<file path="config.mk">
export PLATFORM = sky130hd
export DESIGN_NAME = rope_front
export DESIGN_NICKNAME = d
export VERILOG_FILES = /design/src/rotary_position_embedding_defines.svh /design/src/rope_pkg.sv /design/src/rope_front.sv
export SDC_FILE = /design/constraint.sdc
export NUM_CORES = 1
export LEC_CHECK = 0
export ABC_AREA = 1
export BUFFER_PORTS_ARGS = -buffer_cell sky130_fd_sc_hd__buf_2
export CORE_MARGIN = 3
export CORE_UTILIZATION = 47
export CTS_CLUSTER_SIZE = 30
export DETAILED_ROUTE_END_ITERATION = 16
export GPL_TIMING_DRIVEN = 0
export PLACE_DENSITY = 0.83
export SYNTH_ARGS = -nofsm -noshare
export SYNTH_HDL_FRONTEND = slang
export SYNTH_SLANG_ARGS = --single-unit
export TNS_END_PERCENT = 20
</file>
<file path="constraint.sdc">
create_clock -name clk_i -period 3.3 [get_ports clk_i]
set_clock_uncertainty 0.2 [all_clocks]
set_input_delay 0.165 -clock clk_i [delete_from_list [all_inputs] [get_ports clk_i]]
set_output_delay 0.165 -clock clk_i [all_outputs]
set_load 0.05 [all_outputs]
</file>
<file path="src/rotary_position_embedding_defines.svh">
// Assertion macros for the rotary position embedding top level.
`ifndef ROTARY_POSITION_EMBEDDING_DEFINES_SVH
`define ROTARY_POSITION_EMBEDDING_DEFINES_SVH

// Same-cycle implication, checked outside reset.
`define ROPE_ASSERT_NOW(label, clk, rst_n, ante, cons, msg) \
  label: assert property (@(posedge clk) disable iff (!rst_n) (ante) |-> (cons)) \
    else $error(msg);

// Next-cycle implication, checked outside reset.
`define ROPE_ASSERT_NEXT(label, clk, rst_n, ante, cons, msg) \
  label: assert property (@(posedge clk) disable iff (!rst_n) (ante) |=> (cons)) \
    else $error(msg);

`endif

</file>
<file path="src/rope_pkg.sv">
// Types, constants and table functions for the rotary position embedding block.
package rope_pkg;

  localparam int unsigned HeadSizeDef    = 64;
  localparam int unsigned CordicStepsDef = 16;

  localparam int unsigned SampleW   = 16;
  localparam int unsigned SeqLenW   = 16;
  localparam int unsigned HeadCntW  = 7;
  localparam int unsigned HeadIdxW  = 6;
  localparam int unsigned PhaseW    = 32;
  localparam int unsigned FreqW     = 32;
  localparam int unsigned CsW       = 34;
  localparam int unsigned ProdW     = SampleW + CsW;
  localparam int unsigned AccW      = ProdW + 1;
  localparam int unsigned CfgAddrW  = 1;
  localparam int unsigned CfgDataW  = 16;
  localparam int unsigned MaxHeads  = 64;
  localparam int unsigned MaxPairs  = 256;
  localparam int unsigned QueueDepth = 2;
  localparam int unsigned QueuePtrW  = 1;
  localparam int unsigned QueueCntW  = 2;

  localparam logic [63:0] Inv2PiQ32  = 64'd683565276;
  localparam logic [63:0] Ln2Q32     = 64'd2977044472;
  localparam logic [63:0] Log21e4Q32 = 64'd57070290109;
  localparam logic signed [CsW-1:0] GainQ30 = CsW'(652032874);

  typedef enum logic [CfgAddrW-1:0] {
    CfgSeqLen    = 1'b0,
    CfgHeadCount = 1'b1
  } cfg_reg_e;

  typedef struct packed {
    logic [SeqLenW-1:0]  seq_len;
    logic [HeadCntW-1:0] head_count;
  } cfg_t;

  typedef struct packed {
    logic full;
    logic empty;
  } queue_stat_t;

  // Packed so that q_even sits in the lowest bits.
  typedef struct packed {
    logic signed [SampleW-1:0] k_odd;
    logic signed [SampleW-1:0] k_even;
    logic signed [SampleW-1:0] q_odd;
    logic signed [SampleW-1:0] q_even;
  } sample_set_t;

  typedef struct packed {
    sample_set_t          samples;
    logic [SeqLenW-1:0]   position;
    logic [FreqW-1:0]     freq;
    logic                 done;
  } job_t;

  typedef struct packed {
    logic                      done;
    logic signed [SampleW-1:0] k_odd_rot;
    logic signed [SampleW-1:0] k_even_rot;
    logic signed [SampleW-1:0] q_odd_rot;
    logic signed [SampleW-1:0] q_even_rot;
  } result_t;

  // Shift-and-subtract quotient, used only while building the constant tables.
  function automatic logic [63:0] udiv(input logic [63:0] num, input logic [63:0] den);
    logic [63:0] q;
    logic [63:0] r;
    q = '0;
    r = '0;
    for (int b = 63; b >= 0; b--) begin
      r = {r[62:0], num[b]};
      if (r >= den) begin
        r    = r - den;
        q[b] = 1'b1;
      end
    end
    return q;
  endfunction

  // Phase increment per position for pair d, in 32-bit fractions of a turn.
  function automatic logic [FreqW-1:0] freq_entry(input int unsigned d,
                                                  input int unsigned head_size);
    logic [63:0] hs;
    logic [63:0] e;
    logic [63:0] n;
    logic [63:0] f;
    logic [63:0] y;
    logic [63:0] t;
    logic [63:0] pos;
    logic [63:0] neg;
    logic [63:0] m;
    logic [63:0] prod;
    hs = 64'(head_size);
    if (hs == 64'd0) begin
      hs = 64'd1;
    end
    e   = udiv(64'(d) * 64'd2 * Log21e4Q32 + (hs >> 1), hs);
    n   = e >> 32;
    f   = e & 64'hFFFF_FFFF;
    y   = (f * Ln2Q32 + 64'h8000_0000) >> 32;
    t   = 64'd1 << 32;
    pos = t;
    neg = '0;
    for (int k = 1; k <= 24; k++) begin
      t = udiv((t * y) >> 32, 64'(k));
      if ((k & 1) != 0) begin
        neg = neg + t;
      end else begin
        pos = pos + t;
      end
    end
    m = pos - neg;
    if (n > 64'd20) begin
      n = 64'd20;
    end
    prod = Inv2PiQ32 * m;
    return FreqW'((prod + (64'd1 << (31 + n))) >> (32 + n));
  endfunction

  // Arctangent of 2^-i in 32-bit fractions of a turn.
  function automatic logic [PhaseW-1:0] atan_entry(input int unsigned i);
    logic [63:0] p;
    logic [63:0] ps;
    logic [63:0] ns;
    logic [63:0] rad;
    logic [63:0] rq;
    logic [63:0] dv;
    logic        plus;
    p    = 64'd1 << (62 - i);
    ps   = '0;
    ns   = '0;
    dv   = 64'd1;
    plus = 1'b1;
    if (i == 0) begin
      return PhaseW'(64'd1 << 29);
    end
    while (p != 64'd0) begin
      if (plus) begin
        ps = ps + udiv(p, dv);
      end else begin
        ns = ns + udiv(p, dv);
      end
      plus = !plus;
      dv   = dv + 64'd2;
      p    = p >> (2 * i);
    end
    rad = ps - ns;
    rq  = (rad + (64'd1 << 29)) >> 30;
    return PhaseW'((rq * Inv2PiQ32 + 64'h8000_0000) >> 32);
  endfunction

endpackage

</file>
<file path="src/rope_front.sv">
// Front end: accepts sample beats, tracks pair, position and head, looks up the frequency.
module rope_front #(
  parameter int unsigned HEAD_SIZE = rope_pkg::HeadSizeDef
) (
  input  logic                  clk_i,
  input  logic                  rst_ni,
  input  rope_pkg::cfg_t        cfg_i,
  input  logic                  in_valid_i,
  output logic                  in_ready_o,
  input  rope_pkg::sample_set_t in_data_i,
  input  rope_pkg::queue_stat_t stat_i,
  output logic                  push_o,
  output rope_pkg::job_t        job_o
);

  localparam int unsigned PairsRaw = HEAD_SIZE / 2;
  localparam int unsigned Pairs    = (PairsRaw < 1) ? 1 :
                                     ((PairsRaw > rope_pkg::MaxPairs) ? rope_pkg::MaxPairs
                                                                      : PairsRaw);
  localparam int unsigned PairIdxW = (Pairs > 1) ? $clog2(Pairs) : 1;

  logic [rope_pkg::FreqW-1:0] freq_tbl [Pairs];

  for (genvar g = 0; g < Pairs; g++) begin : g_freq
    localparam logic [rope_pkg::FreqW-1:0] Freq = rope_pkg::freq_entry(g, HEAD_SIZE);
    assign freq_tbl[g] = Freq;
  end

  logic [PairIdxW-1:0]            pair_q, pair_d;
  logic [rope_pkg::SeqLenW-1:0]   pos_q, pos_d;
  logic [rope_pkg::HeadIdxW-1:0]  head_q, head_d;
  logic [rope_pkg::HeadCntW-1:0]  heads;
  logic                           last_pair, last_pos, last_head, accept;

  assign in_ready_o = !stat_i.full;
  assign accept     = in_valid_i && in_ready_o;
  assign push_o     = accept;

  // A register value of zero behaves as one, a head count above the limit as the limit.
  assign heads     = (cfg_i.head_count > rope_pkg::HeadCntW'(rope_pkg::MaxHeads))
                     ? rope_pkg::HeadCntW'(rope_pkg::MaxHeads) : cfg_i.head_count;
  assign last_pair = ({1'b0, pair_q} + (PairIdxW + 1)'(1)) >= (PairIdxW + 1)'(Pairs);
  assign last_pos  = ({1'b0, pos_q} + (rope_pkg::SeqLenW + 1)'(1))
                     >= {1'b0, cfg_i.seq_len};
  assign last_head = (head_q == {rope_pkg::HeadIdxW{1'b1}})
                  || (({1'b0, head_q} + rope_pkg::HeadCntW'(1)) >= heads);

  always_comb begin
    job_o.samples  = in_data_i;
    job_o.position = pos_q;
    job_o.freq     = freq_tbl[pair_q];
    job_o.done     = last_pair && last_pos && last_head;
  end

  always_comb begin
    pair_d = pair_q;
    pos_d  = pos_q;
    head_d = head_q;
    if (accept) begin
      if (!last_pair) begin
        pair_d = pair_q + PairIdxW'(1);
      end else begin
        pair_d = '0;
        if (!last_pos) begin
          pos_d = pos_q + rope_pkg::SeqLenW'(1);
        end else begin
          pos_d  = '0;
          head_d = last_head ? '0 : head_q + rope_pkg::HeadIdxW'(1);
        end
      end
    end
  end

  always_ff @(posedge clk_i or negedge rst_ni) begin
    if (!rst_ni) begin
      pair_q <= '0;
      pos_q  <= '0;
      head_q <= '0;
    end else begin
      pair_q <= pair_d;
      pos_q  <= pos_d;
      head_q <= head_d;
    end
  end

endmodule

</file>
==> results.txt <==
number of diodes = 0
drt pass-1 iters = 5
cts bufs inserted = 3
ys async rst share = 100%
port bufs = 139
area leader, netlist = dfrtp_1
Mapped Cells = 614
total wire length = 12.8 mm
# nets final = 894
leakage dissipation = 2.93 nW
first-pass GRT wire length = 20.3 mm
initial cell density of the core = 49.8%
total track usage = 25.2%
vias per std cell = 5.35
DP Area = 4780 um^2
Area Growth Syn to Fin = 25.5%
worst min path class = in2reg
CP Launch Type = register
Fin Setup TNS = 0 ps
PD cells = 918 nW/um^2
Synth top cells by count = nand2_1, inv_1, buf_4, nor2_1
sequential-to-total area share from yosys stat = 17.1%
DP Cell Count = 856
mapped cell area = 3950 um^2
initial antenna violation count = 0
maximum root-to-sink buffer count = 2
total congestion overflow = 0
final worst setup slack = 105 ps
#FFs+latches synth = 27
Tmin final = 3200 ps
hold slack = 161 ps
Crit Path Category = reg2out
post-synth top area share = 17.1%
Die Wd = 97.6 um
vias in the first global route = 4,343
Setup Viol. Count Final = 0
status = finished clean
num ports = 207
Final Cell Area = 4950 um^2
Slew Limit Fails = 0
worst path bufs/invs = 4
Iter 0 DRT Violations = 380
Worst EP arrival = 2830 ps
Final Non-Filler Cells = 866
Synth warnings = 0
CTS clk-pin slew, worst paths = 80 ps
Yosys cell types = 44
CP top delay family = buffers and inverters
MaxCap Viol Count = 0
Final ANT Viol Nets = 0
Critical Path, Cell by Cell = inv_1 > ha_1 > clkbuf_2 > nand2_1 > inv_1 > nor2_1 > nor2_1 > o21ai_0 > nand3_1 > buf_2
crit end category = output pin
total power = 4.54 mW
relative slew slack = 50.9%
share of post-route cells with drive strength above 1 = 34.4%
Place WS = -7.85 ps
RSZ-0062 raised after global routing = yes
most frequent cell after synthesis = nand2_1
Crit path largest cell delay = 480 ps
DR WL/cell = 14.8 um
floorplan row count = 32
Synth area leaders = dfrtp_1, nand2_1, buf_4, ha_1, inv_1
Die Area = 9530 um^2
TritonCTS clock tree = built
crit share post-route = 96.8%
Die H = 97.6 um
Clock Sinks = 27
gpl congestion = 1.00
routed vias = 4,636
syn_area_per_cell = 6.43 um^2
final hold vios = 0
fmax = 0.313 GHz
number of synthesized flops with an enable pin = 0
worst-path maximum fanout = 10
slew of the pin with the lowest slew margin = 733 ps
Placeable Area = 7930 um^2
Peak supply drop = 1.15 mV
largest net degree at the start of global routing = 28
Post-Route Utilization = 62.5%
Main synth FF type = dfrtp_1
CTS root buf = clkbuf_8
H-Tree Depth = 1
detailed placement HPWL = 10.4 mm
Worst-Skew Late Latency = 270 ps
DRC viols = 0
CP max stage cell = dfrtp_1
Worst EP required = 2930 ps
==> cell type report <==
type	instances	area, um^2
Fill cell	724	2980
Multi-Input combinational cell	421	2440
Timing Repair Buffer	145	749
Sequential cell	27	679
Buffer	83	591
Inverter	84	315
Tap cell	102	128
Clock buffer	4	45.0
==> report_power, final <==
part | leakage, nW | total, mW | internal [mW] | switching (mW)
clock | 0.0228 | 0.182 | 0.0863 | 0.0958
combinational | 2.56 | 3.85 | 0.886 | 2.97
sequential | 0.349 | 0.509 | 0.391 | 0.118
==> registers in the layout (all words and copies together), names as in the netlist <==
register,cells
head_q,6
pair_q,5
pos_q,16
==> cell families after synthesis <==
| logic type | after synthesis | share of synthesized area, % |
|---|---|---|
| fa+ha+maj | 37 | 11.7 |
| other cells | 1 | 0.0950 |
| flops | 27 | 17.1 |
| buf+inv | 167 | 22.9 |
| compound gates | 87 | 13.6 |
| xor+xnor | 12 | 2.66 |
| simple gates | 283 | 31.9 |
==> cell usage in the layout (no fill, tap or decap), types with 3 or more instances in the layout <==
cell / instances
nand2_1: 149
buf_2: 144
inv_1: 81
buf_4: 72
nor2_1: 63
o21ai_0: 37
ha_1: 34
dfrtp_1: 24
nand3_1: 23
a21oi_1: 14
xor2_1: 10
nand4_1: 10
clkbuf_1: 8
o22ai_1: 8
nand3_2: 8
nor3_1: 6
nand2_4: 4
nor2_4: 4
nor2_2: 4
nand2_2: 4
o21ai_1: 4
inv_2: 3
nor4_1: 3
o211ai_1: 3
o221ai_1: 3
a31oi_1: 3
clkbuf_8: 3
dfrtp_2: 3
==> timing repair <==
action / CTS / global route
endpoints found under the setup margin: 2 / 5
endpoints found under the hold margin: 27 / 0
resized for setup: 5 / 13
hold buffers: 1 / 0
pin swaps: 1 / 3
buffers inserted: 1 / 4
==> worst register-to-register path: cells and delay by family, from the launching register on <==
kind | cells | cell delay, ps
compound gates | 2 | 370
fa+ha+maj | 2 | 510
buf+inv | 2 | 310
flops | 1 | 410
simple gates | 10 | 970
==> metal layers <==
layer	track usage (%)	vias to the layer above	routed length, um
li1	-	2211	-
met1	31.4	2089	5060
met2	43.4	309	6110
met3	5.67	27	1390
met4	7.35	0	284
met5	0	-	0
==> path summary, 6_finish.rpt <==
path / from / endpoint / slack, ps / cells after the start
setup / recovery: pair_q[0] / job_o[17] / 100 / 10
hold / removal: in_valid_i / pair_q[0] / 160 / 3
setup reg to reg: pos_q[0] / head_q[4] / 430 / 16
hold reg to reg: head_q[3] / head_q[3] / 310 / 2
max in group asynchronous: rst_ni / pos_q[0] / 2230 / 2
min in group asynchronous: rst_ni / head_q[2] / 230 / 2
Note: power is estimated with default switching activity, not from simulation.
