===== src/rotary_position_embedding_defines.svh =====
// Assertion macros for the rotary position embedding top level.
`ifndef ROTARY_POSITION_EMBEDDING_DEFINES_SVH
`define ROTARY_POSITION_EMBEDDING_DEFINES_SVH

// Same-cycle implication, checked outside reset.
`define ROPE_ASSERT_NOW(label, clk, rst_n, ante, cons, msg) \
  label: assert property (@(posedge clk) disable iff (!rst_n) (ante) |-> (cons)) \
    else $error(msg);

// Next-cycle implication, checked outside reset.
`define ROPE_ASSERT_NEXT(label, clk, rst_n, ante, cons, msg) \
  label: assert property (@(posedge clk) disable iff (!rst_n) (ante) |=> (cons)) \
    else $error(msg);

`endif


===== src/rope_pkg.sv =====
// Types, constants and table functions for the rotary position embedding block.
package rope_pkg;

  localparam int unsigned HeadSizeDef    = 64;
  localparam int unsigned CordicStepsDef = 16;

  localparam int unsigned SampleW   = 16;
  localparam int unsigned SeqLenW   = 16;
  localparam int unsigned HeadCntW  = 7;
  localparam int unsigned HeadIdxW  = 6;
  localparam int unsigned PhaseW    = 32;
  localparam int unsigned FreqW     = 32;
  localparam int unsigned CsW       = 34;
  localparam int unsigned ProdW     = SampleW + CsW;
  localparam int unsigned AccW      = ProdW + 1;
  localparam int unsigned CfgAddrW  = 1;
  localparam int unsigned CfgDataW  = 16;
  localparam int unsigned MaxHeads  = 64;
  localparam int unsigned MaxPairs  = 256;
  localparam int unsigned QueueDepth = 2;
  localparam int unsigned QueuePtrW  = 1;
  localparam int unsigned QueueCntW  = 2;

  localparam logic [63:0] Inv2PiQ32  = 64'd683565276;
  localparam logic [63:0] Ln2Q32     = 64'd2977044472;
  localparam logic [63:0] Log21e4Q32 = 64'd57070290109;
  localparam logic signed [CsW-1:0] GainQ30 = CsW'(652032874);

  typedef enum logic [CfgAddrW-1:0] {
    CfgSeqLen    = 1'b0,
    CfgHeadCount = 1'b1
  } cfg_reg_e;

  typedef struct packed {
    logic [SeqLenW-1:0]  seq_len;
    logic [HeadCntW-1:0] head_count;
  } cfg_t;

  typedef struct packed {
    logic full;
    logic empty;
  } queue_stat_t;

  // Packed so that q_even sits in the lowest bits.
  typedef struct packed {
    logic signed [SampleW-1:0] k_odd;
    logic signed [SampleW-1:0] k_even;
    logic signed [SampleW-1:0] q_odd;
    logic signed [SampleW-1:0] q_even;
  } sample_set_t;

  typedef struct packed {
    sample_set_t          samples;
    logic [SeqLenW-1:0]   position;
    logic [FreqW-1:0]     freq;
    logic                 done;
  } job_t;

  typedef struct packed {
    logic                      done;
    logic signed [SampleW-1:0] k_odd_rot;
    logic signed [SampleW-1:0] k_even_rot;
    logic signed [SampleW-1:0] q_odd_rot;
    logic signed [SampleW-1:0] q_even_rot;
  } result_t;

  // Shift-and-subtract quotient, used only while building the constant tables.
  function automatic logic [63:0] udiv(input logic [63:0] num, input logic [63:0] den);
    logic [63:0] q;
    logic [63:0] r;
    q = '0;
    r = '0;
    for (int b = 63; b >= 0; b--) begin
      r = {r[62:0], num[b]};
      if (r >= den) begin
        r    = r - den;
        q[b] = 1'b1;
      end
    end
    return q;
  endfunction

  // Phase increment per position for pair d, in 32-bit fractions of a turn.
  function automatic logic [FreqW-1:0] freq_entry(input int unsigned d,
                                                  input int unsigned head_size);
    logic [63:0] hs;
    logic [63:0] e;
    logic [63:0] n;
    logic [63:0] f;
    logic [63:0] y;
    logic [63:0] t;
    logic [63:0] pos;
    logic [63:0] neg;
    logic [63:0] m;
    logic [63:0] prod;
    hs = 64'(head_size);
    if (hs == 64'd0) begin
      hs = 64'd1;
    end
    e   = udiv(64'(d) * 64'd2 * Log21e4Q32 + (hs >> 1), hs);
    n   = e >> 32;
    f   = e & 64'hFFFF_FFFF;
    y   = (f * Ln2Q32 + 64'h8000_0000) >> 32;
    t   = 64'd1 << 32;
    pos = t;
    neg = '0;
    for (int k = 1; k <= 24; k++) begin
      t = udiv((t * y) >> 32, 64'(k));
      if ((k & 1) != 0) begin
        neg = neg + t;
      end else begin
        pos = pos + t;
      end
    end
    m = pos - neg;
    if (n > 64'd20) begin
      n = 64'd20;
    end
    prod = Inv2PiQ32 * m;
    return FreqW'((prod + (64'd1 << (31 + n))) >> (32 + n));
  endfunction

  // Arctangent of 2^-i in 32-bit fractions of a turn.
  function automatic logic [PhaseW-1:0] atan_entry(input int unsigned i);
    logic [63:0] p;
    logic [63:0] ps;
    logic [63:0] ns;
    logic [63:0] rad;
    logic [63:0] rq;
    logic [63:0] dv;
    logic        plus;
    p    = 64'd1 << (62 - i);
    ps   = '0;
    ns   = '0;
    dv   = 64'd1;
    plus = 1'b1;
    if (i == 0) begin
      return PhaseW'(64'd1 << 29);
    end
    while (p != 64'd0) begin
      if (plus) begin
        ps = ps + udiv(p, dv);
      end else begin
        ns = ns + udiv(p, dv);
      end
      plus = !plus;
      dv   = dv + 64'd2;
      p    = p >> (2 * i);
    end
    rad = ps - ns;
    rq  = (rad + (64'd1 << 29)) >> 30;
    return PhaseW'((rq * Inv2PiQ32 + 64'h8000_0000) >> 32);
  endfunction

endpackage


===== src/rope_queue.sv =====
// Two-entry job queue between the front end and the rotation engine.
module rope_queue (
  input  logic                  clk_i,
  input  logic                  rst_ni,
  input  logic                  push_i,
  input  rope_pkg::job_t        job_i,
  input  logic                  pop_i,
  output rope_pkg::job_t        job_o,
  output rope_pkg::queue_stat_t stat_o
);

  rope_pkg::job_t                  mem_q [rope_pkg::QueueDepth];
  logic [rope_pkg::QueuePtrW-1:0]  wr_ptr_q, wr_ptr_d, rd_ptr_q, rd_ptr_d;
  logic [rope_pkg::QueueCntW-1:0]  cnt_q, cnt_d;

  assign stat_o.full  = (cnt_q == rope_pkg::QueueCntW'(rope_pkg::QueueDepth));
  assign stat_o.empty = (cnt_q == '0);
  assign job_o        = mem_q[rd_ptr_q];

  always_comb begin
    wr_ptr_d = push_i ? wr_ptr_q + rope_pkg::QueuePtrW'(1) : wr_ptr_q;
    rd_ptr_d = pop_i  ? rd_ptr_q + rope_pkg::QueuePtrW'(1) : rd_ptr_q;
    cnt_d    = cnt_q + rope_pkg::QueueCntW'(push_i) - rope_pkg::QueueCntW'(pop_i);
  end

  always_ff @(posedge clk_i) begin
    if (push_i) begin
      mem_q[wr_ptr_q] <= job_i;
    end
  end

  always_ff @(posedge clk_i or negedge rst_ni) begin
    if (!rst_ni) begin
      wr_ptr_q <= '0;
      rd_ptr_q <= '0;
      cnt_q    <= '0;
    end else begin
      wr_ptr_q <= wr_ptr_d;
      rd_ptr_q <= rd_ptr_d;
      cnt_q    <= cnt_d;
    end
  end

endmodule


===== config.mk =====
export PLATFORM = sky130hd
export DESIGN_NAME = rope_queue
export DESIGN_NICKNAME = d
export VERILOG_FILES = /design/src/rotary_position_embedding_defines.svh /design/src/rope_pkg.sv /design/src/rope_queue.sv
export SDC_FILE = /design/constraint.sdc
export NUM_CORES = 1
export LEC_CHECK = 0
export BUFFER_PORTS_ARGS = -buffer_cell sky130_fd_sc_hd__clkbuf_2
export CORE_MARGIN = 2
export CORE_UTILIZATION = 40
export CTS_BUF_LIST = sky130_fd_sc_hd__clkbuf_4
export DETAILED_ROUTE_END_ITERATION = 8
export GPL_ROUTABILITY_DRIVEN = 0
export HOLD_SLACK_MARGIN = 0.03
export SLEW_MARGIN = 10
export SYNTH_ARGS = -nofsm -noshare
export SYNTH_HDL_FRONTEND = slang
export SYNTH_SLANG_ARGS = --single-unit

===== constraint.sdc =====
create_clock -name clk_i -period 8.33 [get_ports clk_i]
set_input_delay 0.833 -clock clk_i [delete_from_list [all_inputs] [get_ports clk_i]]
set_output_delay 0.833 -clock clk_i [all_outputs]
set_load 0.01 [all_outputs]

==> reports/results.md, run 1 <==
* result of the run: completed
* clock skew after layout: 22.1 ps
* total of flip-flops plus latches after synthesis: 230
* die area: 0.0227 sq mm
* setup repair after global routing missed its margin: false
* hold bufs inserted after CTS: 1
* max incr delay on CP: 990 ps
* per-instance average area after synthesis: 23.4 sq um
* worst path bufs/invs: 2
* global routing's busiest layer: met2
* most common cell in the netlist: edfxtp_1
* clock tree from TritonCTS: done
* H-tree depth reported by CTS: 2
* warnings from Yosys: 0
* ratio of cells with drive above 1 in the final layout: 0.651
* count of boundary I/O pins: 232
* # rows: 53
* CTS sink count: 230
* Total Routing Usage GR: 0.137
* ANT nets after route: 0
* Starting Density: 0.408
* share of synthesized area occupied by flip-flops and latches: 0.801
* pin count of the biggest net entering global routing: 69
* data arrival time at the worst-slack endpoint: 3170 ps
* type of origin of the critical path: flop
* cells taking the most area after synthesis: edfxtp_1 (79%), mux2_4 (10%), mux2_2 (6.9%)
* fin crit share: 0.480
* cell taking the most area after synthesis: edfxtp_1
* die height: 151 um
* mean routed wirelength per cell: 16.8 um
* antenna violations before repair: 0
* die span in x: 151 um
* CP delay by family, top: buffers and inverters
* number of failing hold endpoints at the final stage: 0
* clock latency on the worst-skew pair: 630 ps
* post-synthesis net count: 486
* number of flops mapped to enable cells by yosys: 226
* met3 track demand over resource in global routing: 0.0639
* post-detailed-placement half-perimeter wirelength: 10.3 mm
* via count normalized by instance count: 4.65
* final critical delay including setup and external delays: 4000 ps
* root cell of the clock tree: clkbuf_4
* antenna fix cells: 0
* async set-or-reset flop fraction in the synthesized netlist: 0.0174
* total wirelength of the detailed-routed design: 16.2 mm
* setup violators final: 0
* Synth top area share: 0.790
* Max FO, Critical Path: 68
* ys flop type: edfxtp_1
* CP endpoint kind: output pin
* list of most frequent post-synthesis cells: edfxtp_1 (226), mux2_4 (60), mux2_2 (53), buf_6 (8), buf_2 (5)
* total of cells resized after clock tree synthesis: 0
* Port Buf Inserts: 231
* Worst Slack Setup Final: 4330 ps
* area used by multi-input combinational logic: 0.00160 sq mm
* standby leakage power: 4.36 nW
* overall power: 3.60 mW
* post-synthesis instance area: 0.00860 sq mm
* final number of max-transition violations: 0
* Sequential Area: 0.00689 sq mm
* Cell Chain, Critical Path: buf_4 -> mux2_2 -> clkbuf_2
* synthesis-to-finish area growth: 25.2%
* count of buffers added by post-CTS timing repair for setup: 0
* Worst Path Required: 7500 ps
* total vias in the final route: 4481
* vias in the first global route: 4775
* GR Overflow Total: 0
* Peak supply drop: 0.176 mV
* CP Class: flop to output pin
* Bufs on Longest Clock Path: 3
* Worst-Margin Slew: 1160 ps
* maxcap violations: 0
* synthesized instance count: 367
* number of optimization iterations in the first detailed-route pass: 4
* power density normalized to cell area: 335 mW/mm^2
* DRC Markers: 0
* fill cell count: 1752
* clk slew on worst S/H paths: 70 ps
* count of routing violations after the opening detailed-route iteration: 190
* global-route wire length before repair: 23.7 mm
* headroom to the max-slew limit: 0.227
* Setup Total Neg Slack: 0 ps
* post-synth cell types: 13
* global routing met2 resource utilization: 0.229
* count of nets after finishing: 769
* pre-CTS setup slack: 4930 ps
* standard cell core area: 0.0211 sq mm
* Highest Clock Rate: 0.250 GHz
* met1 usage: 0.156
* Hold Path Class: input pin to flop
* TritonCTS buffer count: 58
* worst-path cell with the longest stage delay: buf_4
-- per-stage QoR --
step	hold WS (ps)	util	cell area [sq um]	std cells
CTS	305	0.510	10800	963
detailed placement	547	0.475	10000	864
floorplan	455	-	8600	367
global route	295	0.510	10800	963
global placement	531	0.475	10000	864
finish	387	0.510	10800	963
-- worst paths after layout --
path,end,slack [ps],cells after the start,startpoint
min reg2reg,wr_ptr_q$_DFFE_PN0P_,550,1,wr_ptr_q$_DFFE_PN0P_
max in group asynchronous,rd_ptr_q$_DFFE_PN0P_,7630,2,rst_ni
min,mem_q[1][101]$_DFFE_PP_,390,1,job_i[101]
max reg2reg,mem_q[1][1]$_DFFE_PP_,5970,2,wr_ptr_q$_DFFE_PN0P_
min in group asynchronous,rd_ptr_q$_DFFE_PN0P_,560,2,rst_ni
max,job_o[29],4330,3,rd_ptr_q$_DFFE_PN0P_
-- layer usage --
| metal | part of all wire | vias to the layer above |
|---|---|---|
| met5 | 0 | - |
| met3 | 0.11 | 22 |
| met2 | 0.49 | 212 |
| met4 | 0.015 | 0 |
| met1 | 0.39 | 2182 |
| li1 | - | 2065 |
-- layout by cell type, fill, tap and decap left out, drive strengths merged --
cell / netlist / final
clkbuf: 0 / 327
edfxtp: 226 / 226
mux2: 113 / 113
buf: 13 / 4
dfrtp: 4 / 4
inv: 2 / 2
xor2: 2 / 2
ha: 2 / 2
nor2b: 2 / 2
clkinv: 0 / 2
xor3: 1 / 1
nor2: 1 / 1
and2: 1 / 1
dlygate4sd3: 0 / 1
-- kinds of logic (layout without fill, tap and decap cells) --
kind of cell / Yosys count / after routing / share of synthesized area
XOR/XNOR: 3 / 3 / 0.00480
buffers and inverters: 15 / 336 / 0.0143
flip-flops: 230 / 230 / 0.801
adder cells (fa/ha/maj): 2 / 2 / 0.00291
multiplexers: 113 / 113 / 0.174
AND/OR/NAND/NOR: 4 / 4 / 0.00262
-- flip-flops by register name (all words and copies together), names as in the netlist --
signal	count
rd_ptr_q	1
mem_q	226
cnt_q	2
wr_ptr_q	1
-- final cells by class --
cell class	instances	share of cell area
sequential	230	0.640
multi-input combinational	122	0.148
timing repair buffer	236	0.111
clock buffer	96	0.0670
tap	275	0.0320
clock inverter	2	0.000814
inverter	2	0.000697
-- power breakdown --
group          internal [mW]  switching, mW  total (mW)
combinational          0.527          0.518        1.04
clock                  0.510          0.406       0.916
sequential              1.54          0.105        1.64
(Power assumes the default switching activity.)
==> run 2, diff against run 1 <==
PLACE_DENSITY = 0.66   (was unset)
clock period = 3.5 ns   (was 8.33 ns; I/O delays follow)
==> run 2 against run 1 <==
  * Via count rose by 9.8%
  * Largest power group unchanged
  * Cell count grew 11%
  * Largest cell class unchanged
  * Sequential cell count is the same
==> reports/results.md, run 2 (synthesized netlist as in run 1, its figures left out) <==
* result of the run: completed
* Bufs on Longest Clock Path: 3, unchanged
* fin crit share: 0.791
* via count normalized by instance count: 4.59, -1.3%
* internal power component: 6.03 mW, +130%
* maxcap violations: 0, unchanged
* clock skew after layout: 14.5 ps, -7.65 ps
* headroom to the max-slew limit: 0.414, +0.187
* number of optimization iterations in the first detailed-route pass: 4, unchanged
* ratio of cells with drive above 1 in the final layout: 0.543, -0.108
* mean routed wirelength per cell: 16.0 um, -4.6%
* Max FO, Critical Path: 34, -50%
* antenna violations before repair: 0, unchanged
* GR Overflow Total: 0, unchanged
* Starting Density: 0.408, unchanged
* max incr delay on CP: 760 ps, -230 ps
* Peak supply drop: 0.372 mV, +110%
* CP Class: flop to output pin
* Hold Path Class: input pin to flop
* antenna fix cells: 0, unchanged
* Worst-Margin Slew: 879 ps, -280 ps
* final critical delay including setup and external delays: 2770 ps
* share of the core filled with cells: 0.562, +0.0520
* clock latency on the worst-skew pair: 620 ps, about the same
* worst-path cell with the longest stage delay: dfrtp_4
* CP endpoint kind: output pin
* data arrival time at the worst-slack endpoint: 2420 ps, -750 ps
* Hold WS: 457 ps, +69.3 ps
* total vias in the final route: 4919, +9.8%
* Largest register FFs: 226, unchanged
* Cell Chain, Critical Path: buf_4 -> mux2_2 -> clkbuf_2
* standard cell core area: 0.0211 sq mm, unchanged
* synthesis-to-finish area growth: 38.0%
* pin count of the biggest net entering global routing: 63, -8.7%
* # rows: 53, unchanged
* H-tree depth reported by CTS: 2, unchanged
* post-detailed-placement half-perimeter wirelength: 10.2 mm, -0.39%
* most common library cell in the layout ignoring fill and taps: clkbuf_2
* portion of total power attributed to combinational logic: 0.312, +0.022
* setup violators final: 0, unchanged
* Largest Register: mem_q
* clk slew on worst S/H paths: 60 ps, about the same
* global-route wire length before repair: 26.0 mm, +9.9%
* switching power summed over all nets: 2.47 mW, +140%
* die area: 0.0227 sq mm, unchanged
* power density normalized to cell area: 717 mW/mm^2, +110%
* CTS sink count: 230, unchanged
* Total Routing Usage GR: 0.149, +0.0112
* count of nets after finishing: 885, +15%
* worst path bufs/invs: 2, unchanged
* setup repair after global routing missed its margin: false
* root cell of the clock tree: clkbuf_4
* DRC Markers: 0, unchanged
* CP delay by family, top: flip-flops
* total wirelength of the detailed-routed design: 17.2 mm, +6.1%
* post-route insts no fill: 1071, +11%
* total of cells resized after clock tree synthesis: 0, unchanged
* share of power burned in registers: 0.455, about the same
* standby leakage power: 4.80 nW, +9.9%
* type of origin of the critical path: flop
* Worst Path Required: 3150 ps, -4350 ps
* switching part of the total power: 0.291, +0.00555
* final number of max-transition violations: 0, unchanged
* clock tree from TritonCTS: done
* Clock power frac: 0.232, -0.022
* count of routing violations after the opening detailed-route iteration: 145, -24%
* Highest Clock Rate: 0.361 GHz
* ANT nets after route: 0, unchanged
* die span in x: 151 um, unchanged
* vias in the first global route: 5599, +17%
* largest registers ranked by flip-flop count: mem_q (226), cnt_q (2)
* post-placement cell count: 865, +0.12%
* number of failing hold endpoints at the final stage: 0, unchanged
* TritonCTS buffer count: 57, -1.7%
* die height: 151 um, unchanged
* most used cells in the layout excluding fill and tap cells: clkbuf_2 (231), edfxtp_1 (226), dlygate4sd3_1 (117)
* count of boundary I/O pins: 232, unchanged
* Port Buf Inserts: 231, unchanged
run 2: worst paths after layout:
path / slack (ps) / start / cells past startpoint / endpoint
worst max-delay path: 730 / rd_ptr_q$_DFFE_PN0P_ / 3 / job_o[14]
worst min-delay path: 460 / job_i[7] / 2 / mem_q[1][7]$_DFFE_PP_
worst max register to register: 1610 / wr_ptr_q$_DFFE_PN0P_ / 2 / mem_q[1][101]$_DFFE_PP_
worst min register to register: 540 / wr_ptr_q$_DFFE_PN0P_ / 1 / wr_ptr_q$_DFFE_PN0P_
max in group asynchronous: 2660 / rst_ni / 3 / rd_ptr_q$_DFFE_PN0P_
min in group asynchronous: 640 / rst_ni / 3 / cnt_q[0]$_DFF_PN0_
run 2: layer usage:
layer	vias up	track usage	wire length, um
met1	2389	0.156	6620
met4	0	0.0636	347
met3	36	0.0509	1280
li1	2295	-	-
met5	-	0	0
met2	199	0.269	8940
run 2: worst register-to-register path, cell delays in order, from the launching register on:
cell	delay [ps]
dfrtp_1	420
and2_4	670
buf_12	380
run 2: area by class of cell:
class / instances / area [sq um]
multi-input cells: 122 / 1600
well taps: 275 / 344
clock inverters: 10 / 38.8
inverters: 2 / 7.51
flip-flops and latches: 230 / 6890
clock buffers: 79 / 593
fillers: 1676 / 9230
repair buffers: 353 / 2390
run 2: stage by stage:
stage	cell area, sq um	TNS [ps]	power (mW)	setup slack [ps]
6_report	11900	0	8.50	731
5_1_grt	11900	0	8.97	583
4_1_cts	11900	0	8.63	638
3_5_place_dp	10100	0	6.52	1360
3_3_place_gp	10100	0	6.45	1400
2_1_floorplan	8600	-785	5.66	-6.95
run 2: repair_timing:
action	4_1_cts	5_1_grt
endpoints found under the setup margin	0	0
hold buffers	117	0
buffers inserted	0	0
endpoints found under the hold margin	233	0
run 2: power groups by stage:
stage               clock [mW]  combinational [mW]  sequential [mW]
finish                    1.97                2.66             3.87
global route              2.18                2.86             3.92
CTS                       2.05                2.70             3.88
detailed placement           0                2.59             3.93
global placement             0                2.55             3.90
floorplan                    0                1.82             3.84
==> run 3, diff against run 2 <==
PLACE_DENSITY = unset   (was 0.66)
clock period = 2.6 ns   (was 3.5 ns; I/O delays follow)
==> run 3 against run 2 <==
  * Wire length down 1.8%
  * Clock skew grew 25 ps
  * Via count fell by 1.8%
  * Critical path type unchanged
  * Critical endpoint is now job_o[103]
  * Highest routed layer unchanged
==> reports/results.md, run 3 (synthesized netlist as in run 1, its figures left out) <==
* result of the run: completed
* fin crit share: 0.918
* Largest register FFs: 226, unchanged
* count of nets after finishing: 886, +0.11%
* post-route insts no fill: 1072, +0.093%
* reg-to-reg slack, setup: 1060 ps, -550 ps
* largest registers ranked by flip-flop count: mem_q (226), cnt_q (2)
* clock latency on the worst-skew pair: 660 ps, +40 ps
* Starting Density: 0.408, unchanged
* vias in the first global route: 5329, -4.8%
* mean routed wirelength per cell: 15.7 um, -1.9%
* ANT nets after route: 0, unchanged
* Hold Path Class: input pin to flop
* total wirelength of the detailed-routed design: 16.9 mm, -1.8%
* Reg2Reg Launch Point: wr_ptr_q$_DFFE_PN0P_
* hold path endpoint: mem_q[0][36]$_DFFE_PP_
* via count normalized by instance count: 4.50, -1.9%
* antenna fix cells: 0, unchanged
* area of placed instances: 0.0101 sq mm, +0.32%
* standard cell core area: 0.0211 sq mm, unchanged
* Hold Path Depth: 2, unchanged
* total vias in the final route: 4829, -1.8%
* Port Buf Inserts: 231, unchanged
* count of boundary I/O pins: 232, unchanged
* Worst Path Required: 2340 ps, -810 ps
* pin count of the biggest net entering global routing: 114, +81%
* Peak supply drop: 0.469 mV, +26%
* Largest Register: mem_q
* clk slew on worst S/H paths: 60 ps, about the same
* maxcap violations: 0, unchanged
* GR Overflow Total: 0, unchanged
* internal power component: 8.27 mW, +37%
* count of buffers added by post-CTS timing repair for setup: 0, unchanged
* power density normalized to cell area: 972 mW/mm^2, +36%
* setup violators final: 0, unchanged
* CTS sink count: 230, unchanged
* R2R cell count: 2, unchanged
* global-route wire length before repair: 25.8 mm, -0.85%
* H-tree depth reported by CTS: 2, unchanged
* headroom to the max-slew limit: 0.573, +0.158
* share of power burned in registers: 0.446, -0.009
* Bufs on Longest Clock Path: 3, unchanged
* die height: 151 um, unchanged
* root cell of the clock tree: clkbuf_4
* DRC Markers: 0, unchanged
* portion of total power attributed to combinational logic: 0.314, +0.002
* die span in x: 151 um, unchanged
* Max FO, Critical Path: 40, +18%
* Highest Clock Rate: 0.419 GHz
* CP Class: flop to output pin
* Clock power frac: 0.239, +0.007
* clock tree from TritonCTS: done
* type of origin of the critical path: flop
* Setup Total Neg Slack: 0 ps, unchanged
* setup repair after global routing missed its margin: false
* number of optimization iterations in the first detailed-route pass: 4, unchanged
* most common library cell in the layout ignoring fill and taps: clkbuf_2
* standby leakage power: 4.82 nW, +0.54%
* die area: 0.0227 sq mm, unchanged
* ratio of cells with drive above 1 in the final layout: 0.546, +0.00308
* CP endpoint kind: output pin
* count of routing violations after the opening detailed-route iteration: 158, +9.0%
* post-placement cell count: 866, +0.12%
* # rows: 53, unchanged
* final cell area excluding filler cells: 0.0119 sq mm, +0.58%
* Total Routing Usage GR: 0.146, -0.00221
* antenna violations before repair: 0, unchanged
* synthesis-to-finish area growth: 38.8%
* final critical delay including setup and external delays: 2390 ps
* Worst-Margin Slew: 641 ps, -237 ps
* clock skew after layout: 39.3 ps, +24.8 ps
* most used cells in the layout excluding fill and tap cells: clkbuf_2 (231), edfxtp_1 (226), dlygate4sd3_1 (117)
* post-detailed-placement half-perimeter wirelength: 10.1 mm, -1.3%
* number of failing hold endpoints at the final stage: 0, unchanged
* start point of the worst hold path: job_i[36]
* data arrival time at the worst-slack endpoint: 2130 ps, -290 ps
* TritonCTS buffer count: 57, unchanged
* switching part of the total power: 0.287, -0.00383
* critical register-to-register path endpoint: mem_q[1][74]$_DFFE_PP_
* final number of max-transition violations: 0, unchanged
* switching power summed over all nets: 3.33 mW, +35%
[run 3: cell count changes in the layout (fill, tap and decap cells not counted), sizes merged]
cell      before  now
clkbuf       310  311
clkinvlp       0    1
bufinv         0    1
clkinv        10    7
buf            5    6
[run 3: worst max-delay path: stages (launching register included)]
cell,delay [ps]
dfrtp_4,640
buf_12,340
mux2_2,380
clkbuf_2,130
[run 3: how the worst max path moves through the flow]
| stage | slack, ps | depth (start not counted) | start | to |
|---|---|---|---|---|
| floorplan | 80 | 1 | wr_ptr_q$_DFFE_PN0P_ | mem_q[0][0]$_DFFE_PP_ |
| global placement | 780 | 3 | rd_ptr_q$_DFFE_PN0P_ | job_o[13] |
| detailed placement | 750 | 3 | rd_ptr_q$_DFFE_PN0P_ | job_o[10] |
| CTS | 20 | 3 | rd_ptr_q$_DFFE_PN0P_ | job_o[10] |
| global route | 50 | 3 | rd_ptr_q$_DFFE_PN0P_ | job_o[103] |
| finish | 210 | 3 | rd_ptr_q$_DFFE_PN0P_ | job_o[103] |
[run 3: repair_timing]
action                     CTS  global route
setup endpoints to repair    0            17
hold buffers               117             0
hold endpoints to repair   233             0
gates resized for setup      0             1
[run 3: area by class of cell]
type / count / area (sq um)
repair buffers: 354 / 2430
clock inverters: 9 / 63.8
well taps: 275 / 344
fillers: 1660 / 9160
flip-flops and latches: 230 / 6890
multi-input cells: 122 / 1600
clock buffers: 80 / 601
inverters: 2 / 7.51
[run 3: stage by stage]
stage / util / total power [mW] / setup slack [ps] / hold WS [ps]
global placement: 0.478 / 8.76 / 781 / 74.4
CTS: 0.566 / 11.8 / 16.2 / 261
floorplan: - / 7.59 / 76.3 / -35.6
finish: 0.566 / 11.6 / 214 / 338
detailed placement: 0.478 / 8.82 / 751 / 81.0
global route: 0.566 / 12.3 / 49.0 / 273
[run 3: per-layer routing]
| layer | global-route usage | up-vias | part of all wire |
|---|---|---|---|
| li1 | - | 2299 | - |
| met1 | 0.170 | 2296 | 0.41 |
| met2 | 0.249 | 210 | 0.49 |
| met3 | 0.0552 | 24 | 0.087 |
| met4 | 0.0519 | 0 | 0.015 |
| met5 | 0 | - | 0 |
[run 3: power groups by stage]
stage,Sequential [mW],Clock [mW],Combinational (mW)
3_3_place_gp,5.23,0,3.53
6_report,5.18,2.78,3.65
2_1_floorplan,5.15,0,2.45
5_1_grt,5.24,3.08,3.94
3_5_place_dp,5.27,0,3.55
4_1_cts,5.19,2.89,3.71
